[src/rtl/core/crc16_configurable_bytewise_defines.svh]
// Assertion macros shared by the CRC-16 byte engine modules.
// Each use expects clk_i, and CRC16CB_ASSERT also rst_ni, to be visible in the calling module.
`ifndef CRC16_CONFIGURABLE_BYTEWISE_DEFINES_SVH
`define CRC16_CONFIGURABLE_BYTEWISE_DEFINES_SVH

// Clocked check, disabled while reset is asserted.
`define CRC16CB_ASSERT(lbl, prop, msg) \
  lbl: assert property (@(posedge clk_i) disable iff (!rst_ni) (prop)) else $error(msg);

// Clocked check that also holds during reset.
`define CRC16CB_ASSERT_ALWAYS(lbl, prop, msg) \
  lbl: assert property (@(posedge clk_i) (prop)) else $error(msg);

`endif

[src/rtl/core/crc16cb_pkg.sv]
// Package for the configurable CRC-16 byte engine: types, constants and
// the bit reversal and eight-step CRC update functions. No dependencies.
package crc16cb_pkg;

  localparam int unsigned ByteW     = 8;
  localparam int unsigned CrcW      = 16;
  localparam int unsigned CfgIdxW   = 2;
  localparam int unsigned FifoDepth = 2;

  localparam logic [CrcW-1:0] InitReset   = 16'h0000;
  localparam logic [CrcW-1:0] PolyReset   = 16'h1021;
  localparam logic [CrcW-1:0] LsbMask     = 16'h0001;
  localparam logic [CrcW-1:0] MsbMask     = 16'h8000;

  typedef enum logic [CfgIdxW-1:0] {
    CFG_INIT    = 2'd0,
    CFG_POLY    = 2'd1,
    CFG_REFLECT = 2'd2
  } cfg_idx_e;

  // One queued byte: data already bit-reversed in reflect mode.
  typedef struct packed {
    logic [ByteW-1:0] data;
    logic             last;
  } entry_t;

  function automatic logic [ByteW-1:0] rev8(input logic [ByteW-1:0] v);
    logic [ByteW-1:0] r;
    for (int i = 0; i < ByteW; i++) begin
      r[i] = v[ByteW-1-i];
    end
    return r;
  endfunction

  function automatic logic [CrcW-1:0] rev16(input logic [CrcW-1:0] v);
    logic [CrcW-1:0] r;
    for (int i = 0; i < CrcW; i++) begin
      r[i] = v[CrcW-1-i];
    end
    return r;
  endfunction

  // Eight XOR-shift steps; byte b enters the high byte (normal) or low byte (reflect).
  function automatic logic [CrcW-1:0] crc_step8(input logic [CrcW-1:0]  c_in,
                                               input logic [ByteW-1:0] b,
                                               input logic [CrcW-1:0]  poly,
                                               input logic             reflect);
    logic [CrcW-1:0] c;
    if (reflect) begin
      c = c_in ^ {{(CrcW-ByteW){1'b0}}, b};
      for (int k = 0; k < 8; k++) begin
        if ((c & LsbMask) != '0) begin
          c = (c >> 1) ^ poly;
        end else begin
          c = c >> 1;
        end
      end
    end else begin
      c = c_in ^ {b, {(CrcW-ByteW){1'b0}}};
      for (int k = 0; k < 8; k++) begin
        if ((c & MsbMask) != '0) begin
          c = (c << 1) ^ poly;
        end else begin
          c = c << 1;
        end
      end
    end
    return c;
  endfunction

endpackage

[src/rtl/core/crc16_configurable_bytewise.sv]
// Configurable CRC-16, one byte per cycle while the queue has room; one result
// per byte marked last. Throughput: one byte per cycle, held while a last byte
// waits for a full output register; the eight XOR-shift steps of the back end
// form one combinational stage between queue and CRC register.
// Reset (async, active low): queue and output empty, CRC restarts at the
// initial value, registers return to init 0x0000, poly 0x1021, normal mode.
module crc16_configurable_bytewise #(
  parameter int unsigned FifoDepth = crc16cb_pkg::FifoDepth
) (
  input  logic                                 clk_i,
  input  logic                                 rst_ni,
  input  logic                                 s_tvalid,
  output logic                                 s_tready,
  input  logic [7:0]                           s_tdata,   // [7:0] data_byte
  input  logic                                 s_tlast,   // last_byte
  output logic                                 m_tvalid,
  input  logic                                 m_tready,
  output logic [15:0]                          m_tdata,   // [15:0] crc_value
  input  logic                                 cfg_we_i,
  input  logic [crc16cb_pkg::CfgIdxW-1:0]      cfg_idx_i,
  input  logic [15:0]                          cfg_data_i
);

  logic [crc16cb_pkg::CrcW-1:0] init_q, poly_q;
  logic                         reflect_q;

  logic                q_push, q_ready, q_pop, q_valid;
  crc16cb_pkg::entry_t q_wr_entry, q_rd_entry;

  always_ff @(posedge clk_i or negedge rst_ni) begin
    if (!rst_ni) begin
      init_q    <= crc16cb_pkg::InitReset;
      poly_q    <= crc16cb_pkg::PolyReset;
      reflect_q <= 1'b0;
    end else if (cfg_we_i) begin
      unique case (crc16cb_pkg::cfg_idx_e'(cfg_idx_i))
        crc16cb_pkg::CFG_INIT:    init_q    <= cfg_data_i;
        crc16cb_pkg::CFG_POLY:    poly_q    <= cfg_data_i;
        crc16cb_pkg::CFG_REFLECT: reflect_q <= cfg_data_i[0];
        default: ;  // unused index: drop the write
      endcase
    end
  end

  crc16cb_front u_front (
    .s_tvalid  (s_tvalid),
    .s_tready  (s_tready),
    .s_tdata   (s_tdata),
    .s_tlast   (s_tlast),
    .reflect_i (reflect_q),
    .q_ready_i (q_ready),
    .q_push_o  (q_push),
    .q_entry_o (q_wr_entry)
  );

  crc16cb_fifo #(
    .Depth (FifoDepth)
  ) u_fifo (
    .clk_i        (clk_i),
    .rst_ni       (rst_ni),
    .push_i       (q_push),
    .push_entry_i (q_wr_entry),
    .push_ready_o (q_ready),
    .pop_i        (q_pop),
    .pop_entry_o  (q_rd_entry),
    .pop_valid_o  (q_valid)
  );

  crc16cb_back u_back (
    .clk_i     (clk_i),
    .rst_ni    (rst_ni),
    .init_i    (init_q),
    .poly_i    (poly_q),
    .reflect_i (reflect_q),
    .q_valid_i (q_valid),
    .q_entry_i (q_rd_entry),
    .q_pop_o   (q_pop),
    .m_tvalid  (m_tvalid),
    .m_tready  (m_tready),
    .m_tdata   (m_tdata)
  );

endmodule

[src/rtl/core/crc16cb_fifo.sv]
// Short queue between the byte front end and the CRC back end.
// Depends on crc16cb_pkg (entry_t) and the assertion macro header.
`include "crc16_configurable_bytewise_defines.svh"

module crc16cb_fifo #(
  parameter int unsigned Depth = crc16cb_pkg::FifoDepth
) (
  input  logic                 clk_i,
  input  logic                 rst_ni,
  input  logic                 push_i,
  input  crc16cb_pkg::entry_t  push_entry_i,
  output logic                 push_ready_o,
  input  logic                 pop_i,
  output crc16cb_pkg::entry_t  pop_entry_o,
  output logic                 pop_valid_o
);

  localparam int unsigned AW = (Depth > 1) ? $clog2(Depth) : 1;
  localparam int unsigned CW = $clog2(Depth + 1);
  localparam logic [AW-1:0] LastPtr = AW'(Depth - 1);
  localparam logic [CW-1:0] Full    = CW'(Depth);

  crc16cb_pkg::entry_t mem_q [Depth];
  logic [AW-1:0] wr_ptr_q, wr_ptr_d;
  logic [AW-1:0] rd_ptr_q, rd_ptr_d;
  logic [CW-1:0] count_q, count_d;
  logic          do_push, do_pop;

  assign push_ready_o = (count_q != Full);
  assign pop_valid_o  = (count_q != '0);
  assign pop_entry_o  = mem_q[rd_ptr_q];
  assign do_push      = push_i && push_ready_o;
  assign do_pop       = pop_i && pop_valid_o;

  always_comb begin
    wr_ptr_d = wr_ptr_q;
    rd_ptr_d = rd_ptr_q;
    count_d  = count_q;
    if (do_push) begin
      wr_ptr_d = (wr_ptr_q == LastPtr) ? '0 : wr_ptr_q + AW'(1);
    end
    if (do_pop) begin
      rd_ptr_d = (rd_ptr_q == LastPtr) ? '0 : rd_ptr_q + AW'(1);
    end
    if (do_push && !do_pop) begin
      count_d = count_q + CW'(1);
    end else if (do_pop && !do_push) begin
      count_d = count_q - CW'(1);
    end
  end

  always_ff @(posedge clk_i or negedge rst_ni) begin
    if (!rst_ni) begin
      wr_ptr_q <= '0;
      rd_ptr_q <= '0;
      count_q  <= '0;
    end else begin
      wr_ptr_q <= wr_ptr_d;
      rd_ptr_q <= rd_ptr_d;
      count_q  <= count_d;
    end
  end

  always_ff @(posedge clk_i) begin
    if (do_push) begin
      mem_q[wr_ptr_q] <= push_entry_i;
    end
  end

  `CRC16CB_ASSERT(a_fill_up, do_push && !do_pop |=> count_q == $past(count_q) + CW'(1), "no push")
  `CRC16CB_ASSERT(a_drain, do_pop && !do_push |=> count_q == $past(count_q) - CW'(1), "no pop")
  `CRC16CB_ASSERT(a_bound, count_q <= Full, "queue count exceeds depth")

endmodule

[src/rtl/core/crc16cb_front.sv]
// Front end: accepts message bytes and shapes them into queue entries.
// Depends on crc16cb_pkg (entry_t, rev8).
module crc16cb_front (
  input  logic                                 s_tvalid,
  output logic                                 s_tready,
  input  logic [crc16cb_pkg::ByteW-1:0]        s_tdata,
  input  logic                                 s_tlast,
  input  logic                                 reflect_i,
  input  logic                                 q_ready_i,
  output logic                                 q_push_o,
  output crc16cb_pkg::entry_t                  q_entry_o
);

  assign s_tready = q_ready_i;
  assign q_push_o = s_tvalid && q_ready_i;

  // Reflect mode feeds the byte bit-reversed into the low end of the CRC.
  always_comb begin
    q_entry_o.data = reflect_i ? crc16cb_pkg::rev8(s_tdata) : s_tdata;
    q_entry_o.last = s_tlast;
  end

endmodule

[src/rtl/core/crc16cb_back.sv]
// Back end: runs the eight-step CRC update per queued byte and holds the
// finished CRC in an output register. Depends on crc16cb_pkg and the macro header.
`include "crc16_configurable_bytewise_defines.svh"

module crc16cb_back (
  input  logic                              clk_i,
  input  logic                              rst_ni,
  input  logic [crc16cb_pkg::CrcW-1:0]      init_i,
  input  logic [crc16cb_pkg::CrcW-1:0]      poly_i,
  input  logic                              reflect_i,
  input  logic                              q_valid_i,
  input  crc16cb_pkg::entry_t               q_entry_i,
  output logic                              q_pop_o,
  output logic                              m_tvalid,
  input  logic                              m_tready,
  output logic [crc16cb_pkg::CrcW-1:0]      m_tdata
);

  logic [crc16cb_pkg::CrcW-1:0] crc_q, crc_d;
  logic                         start_q, start_d;
  logic                         out_valid_q, out_valid_d;
  logic [crc16cb_pkg::CrcW-1:0] out_data_q, out_data_d;
  logic [crc16cb_pkg::CrcW-1:0] crc_seed, crc_next;
  logic                         out_free;

  assign out_free = !out_valid_q || m_tready;
  // A plain byte always drains; a last byte waits for room in the output register.
  assign q_pop_o  = q_valid_i && (!q_entry_i.last || out_free);

  assign crc_seed = start_q ? init_i : crc_q;
  assign crc_next = crc16cb_pkg::crc_step8(crc_seed, q_entry_i.data, poly_i, reflect_i);

  always_comb begin
    crc_d       = crc_q;
    start_d     = start_q;
    out_valid_d = out_valid_q && !m_tready;
    out_data_d  = out_data_q;
    if (q_pop_o) begin
      crc_d   = crc_next;
      start_d = q_entry_i.last;
      if (q_entry_i.last) begin
        out_valid_d = 1'b1;
        out_data_d  = reflect_i ? crc16cb_pkg::rev16(crc_next) : crc_next;
      end
    end
  end

  always_ff @(posedge clk_i or negedge rst_ni) begin
    if (!rst_ni) begin
      crc_q       <= crc16cb_pkg::InitReset;
      start_q     <= 1'b1;
      out_valid_q <= 1'b0;
    end else begin
      crc_q       <= crc_d;
      start_q     <= start_d;
      out_valid_q <= out_valid_d;
    end
  end

  always_ff @(posedge clk_i) begin
    out_data_q <= out_data_d;
  end

  assign m_tvalid = out_valid_q;
  assign m_tdata  = out_data_q;

  `CRC16CB_ASSERT(a_last_emits, q_pop_o && q_entry_i.last |=> out_valid_q && start_q, "last byte did not produce a result")
  `CRC16CB_ASSERT(a_mid_message, q_pop_o && !q_entry_i.last |=> !start_q, "message start not cleared after a plain byte")

endmodule
[config.mk]
export PLATFORM = sky130hd
export DESIGN_NAME = crc16_configurable_bytewise
export DESIGN_NICKNAME = d
export VERILOG_FILES = /design/src/rtl/core/crc16cb_pkg.sv /design/src/rtl/core/crc16_configurable_bytewise.sv /design/src/rtl/core/crc16cb_fifo.sv /design/src/rtl/core/crc16cb_front.sv /design/src/rtl/core/crc16cb_back.sv
export VERILOG_INCLUDE_DIRS = /design/src /design/src/rtl/core
export SDC_FILE = /design/constraint.sdc
export NUM_CORES = 1
export LEC_CHECK = 0
export BUFFER_PORTS_ARGS = -buffer_cell sky130_fd_sc_hd__buf_2
export CAP_MARGIN = 5
export CORE_MARGIN = 2
export CORE_UTILIZATION = 55
export DETAILED_ROUTE_END_ITERATION = 10
export PLACE_DENSITY = 0.78
export SETUP_SLACK_MARGIN = 0.1
export SYNTH_ARGS = -nofsm -noshare
export SYNTH_HDL_FRONTEND = slang
export SYNTH_SLANG_ARGS = --single-unit
[constraint.sdc]
create_clock -name clk_i -period 9.95 [get_ports clk_i]
set_input_delay 1.99 -clock clk_i [delete_from_list [all_inputs] [get_ports clk_i]]
set_output_delay 1.99 -clock clk_i [all_outputs]
set_load 0.02 [all_outputs]
==> impl_results.md <==
* Nature of the critical path startpoint: register
* Post-DR wirelength/cell at slightly above 20 um
* # fillers at about 1400
* Post-synth EDFFs at 34
* Yosys top cell by area: xnor2_1
* Post-route ant nets at 0
* CP Capture Type: register
* Post-synth net total at roughly 1100
* Post-CTS Resized at 0
* Final period utilization at between 60% and 70%
* Worst path cell trace: mux2i_4, xor2_4, nor3_1, o31ai_1, nand2_1, a32oi_1, a21boi_1, or4_1, nand4_1, and3b_1, mux2i_1, xnor3_1, nand2_1, nand2_1
* Top cells by area, synth: xnor2_1 17%, dfrtp_1 14%, edfxtp_1 11%
* Placeable Area at roughly 0.017 mm2
* HP Class: register to register
* Most common cell on crit path: nand2_1
* Clock Latency Late Sink at roughly 350 ps
* Top-area cell type share of the netlist area at around 17%
* Unrepaired setup endpoints after global routing: no
* Syn_area_per_cell at 8.54 um2
* Rel. slew slack at 12.1%
* Num rows at 47
* Final core utilization at about 60%
* Ys Warns at 0
* FMAX at ~150 MHz
* Crit path max-delay family: simple AND/OR/NAND/NOR gates
* Root Buffer: clkbuf_16
* Slew @ Worst Pin at 1310 ps
* Number of DRC markers in iteration 0 at 941
* Crit path max fanout at 28
* Die H at 134 um
* Overflow after GRT at 0
* Area grow syn2layout at 5.88%
* CTS buffer count at 9
* Max-cap violations at 0
* Port Buffer Count at just under 50
* Number of diodes at 0
* Nets at 1113
* Final hold vios at 0
* Vias/cell at 6.35
* Slew Viols, Final at 0
* Design area at 0.00987 mm2
* DP HPWL at 18.8 mm
* CTS tree: built
* Final WL at about 27 mm
* CP Class: register to register
* Buf/Inv on CP at 0
* Clock Sinks at 89
* Max clock buf depth at 2
* Synth Flop Type: dfrtp_1
* GRT Total Usage at 29.6%
* Worst setup margin at roughly 3500 ps
* Vias in the first global route at about 7900
* Async SR Flop Fraction at between 60% and 70%
* Hold Buf Count CTS at 0
* TNS Setup at 0 ps
* R2r setup slk at between 3000 and 4000 ps
* CTS clk-pin slew, worst paths at roughly 70 ps
* Die Span X at 134 um
* Critical Path AT at between 6000 and 7000 ps
* Antenna violations before repair at 0
* Synthesized instance count at around 1100
* Placed Area at 0.00959 mm2
* Clock Skew at around 8.1 ps
* CP max stage delay at 920 ps
* Largest net degree at the start of global routing at 56
* Worst EP required at approximately 10000 ps
* First-pass GRT wire length at 42.0 mm
* Post-synthesis sequential area ratio at 25.8%
* Synth unique cells at 87
* Dpl ws at ~3600 ps
* Ports at 50
* Postcts setup bufs at 0
* Min cycle time layout at ~6500 ps
* Drt pass-1 iters at 10
* Layout cells sized above 1 at between 10% and 20%
* Final setup fails at 0
* Starting Density at 56.2%
* H-tree depth at 3
* Count leader, synth: nand2_1
* Via count at just over 8000
* Die area at roughly 0.018 mm2
* Residual DRC at 0
* Slowest CP cell: dfstp_2
* Status: finished clean
* RD Place Congestion at about 0.96
* List of most frequent post-synthesis cells: 199 x nand2_1, 181 x xnor2_1, 54 x clkbuf_1, 51 x dfrtp_1
* Yosys reg bits at between 80 and 90
* Synthesized area at just over 0.009 mm2
[area by class of cell]
type	instances	area, um2	area share [%]
inverter	12	45.0	0.456
tap	220	275	2.79
sequential	89	2400	24.3
multi-input combinational	904	6510	65.9
clock inverter	6	56.3	0.570
timing repair buffer	64	358	3.62
clock buffer	10	229	2.32
[per-layer routing]
metal | vias to the layer above | part of all wire (%) | GRT usage, %
met5 | - | 0 | 0
met4 | 0 | 3.7 | 12.9
met3 | 76 | 8.6 | 4.61
met2 | 433 | 48 | 49.7
met1 | 3977 | 40 | 37.8
li1 | 3802 | - | -
[placed cells by master, fill, tap and decap left out, types with 24 or more instances in the layout]
| cell type | count |
|---|---|
| o21ai_0 | 34 |
| xnor2_1 | 181 |
| edfxtp_1 | 34 |
| nor2_1 | 48 |
| and3_1 | 24 |
| buf_2 | 49 |
| mux2i_1 | 32 |
| nand3_1 | 45 |
| dfrtp_1 | 51 |
| a21oi_1 | 27 |
| mux2_2 | 48 |
| xor2_1 | 27 |
| nand2_1 | 199 |
[worst reg2reg max path, cell delays in order (launching register included)]
cell and delay [ps]:
dfstp_2 920, mux2i_4 460, xor2_4 620, nor3_1 180, o31ai_1 530, nand2_1 610, a32oi_1 530, a21boi_1 180
or4_1 560, nand4_1 100, and3b_1 630, mux2i_1 290, xnor3_1 450, nand2_1 110, nand2_1 60
[logic make-up (layout without fill, tap and decap cells)]
kind of cell,Yosys count,in the layout,share of synthesized area (%)
AOI/OAI and AO/OA,188,188,14.7
and+or+nand+nor,399,399,19.9
buffers and inverters,99,92,4.57
adders and majority gates,1,1,0.134
muxes,89,89,10.9
xor gates and xnor gates,227,227,24.1
DFF,89,89,25.8
[sequential cells by signal (all words and copies together) (netlist names)]
signal           cells
poly_q              16
reflect_q            1
u_fifo.wr_ptr_q      1
u_fifo.count_q       2
u_fifo.mem_q        18
init_q              16
u_back.start_q       1
u_fifo.rd_ptr_q      1
u_back.m_tvalid      1
u_back.crc_q        16
u_back.m_tdata      16
[final timing paths]
path                                       from  depth (start not counted)           endpoint
worst min-delay path            u_fifo.wr_ptr_q                          1    u_fifo.wr_ptr_q
worst min register to register  u_fifo.wr_ptr_q                          1    u_fifo.wr_ptr_q
worst max register to register   u_back.start_q                         14  u_back.m_tdata[6]
min in group asynchronous                rst_ni                          2  u_fifo.count_q[0]
worst max-delay path             u_back.start_q                         14  u_back.m_tdata[6]
max in group asynchronous                rst_ni                          2          init_q[9]
[per-stage QoR]
| stage | instances | hold slack (ps) |
|---|---|---|
| final | 1305 | 511 |
| after global routing | 1305 | 521 |
| after CTS | 1305 | 510 |
| after detailed placement | 1289 | 497 |
| after global placement | 1289 | 477 |
| after floorplan | 1092 | 455 |
Power is not shown: default switching activity piles up to over one toggle a cycle in this logic, so the estimate is an artifact.
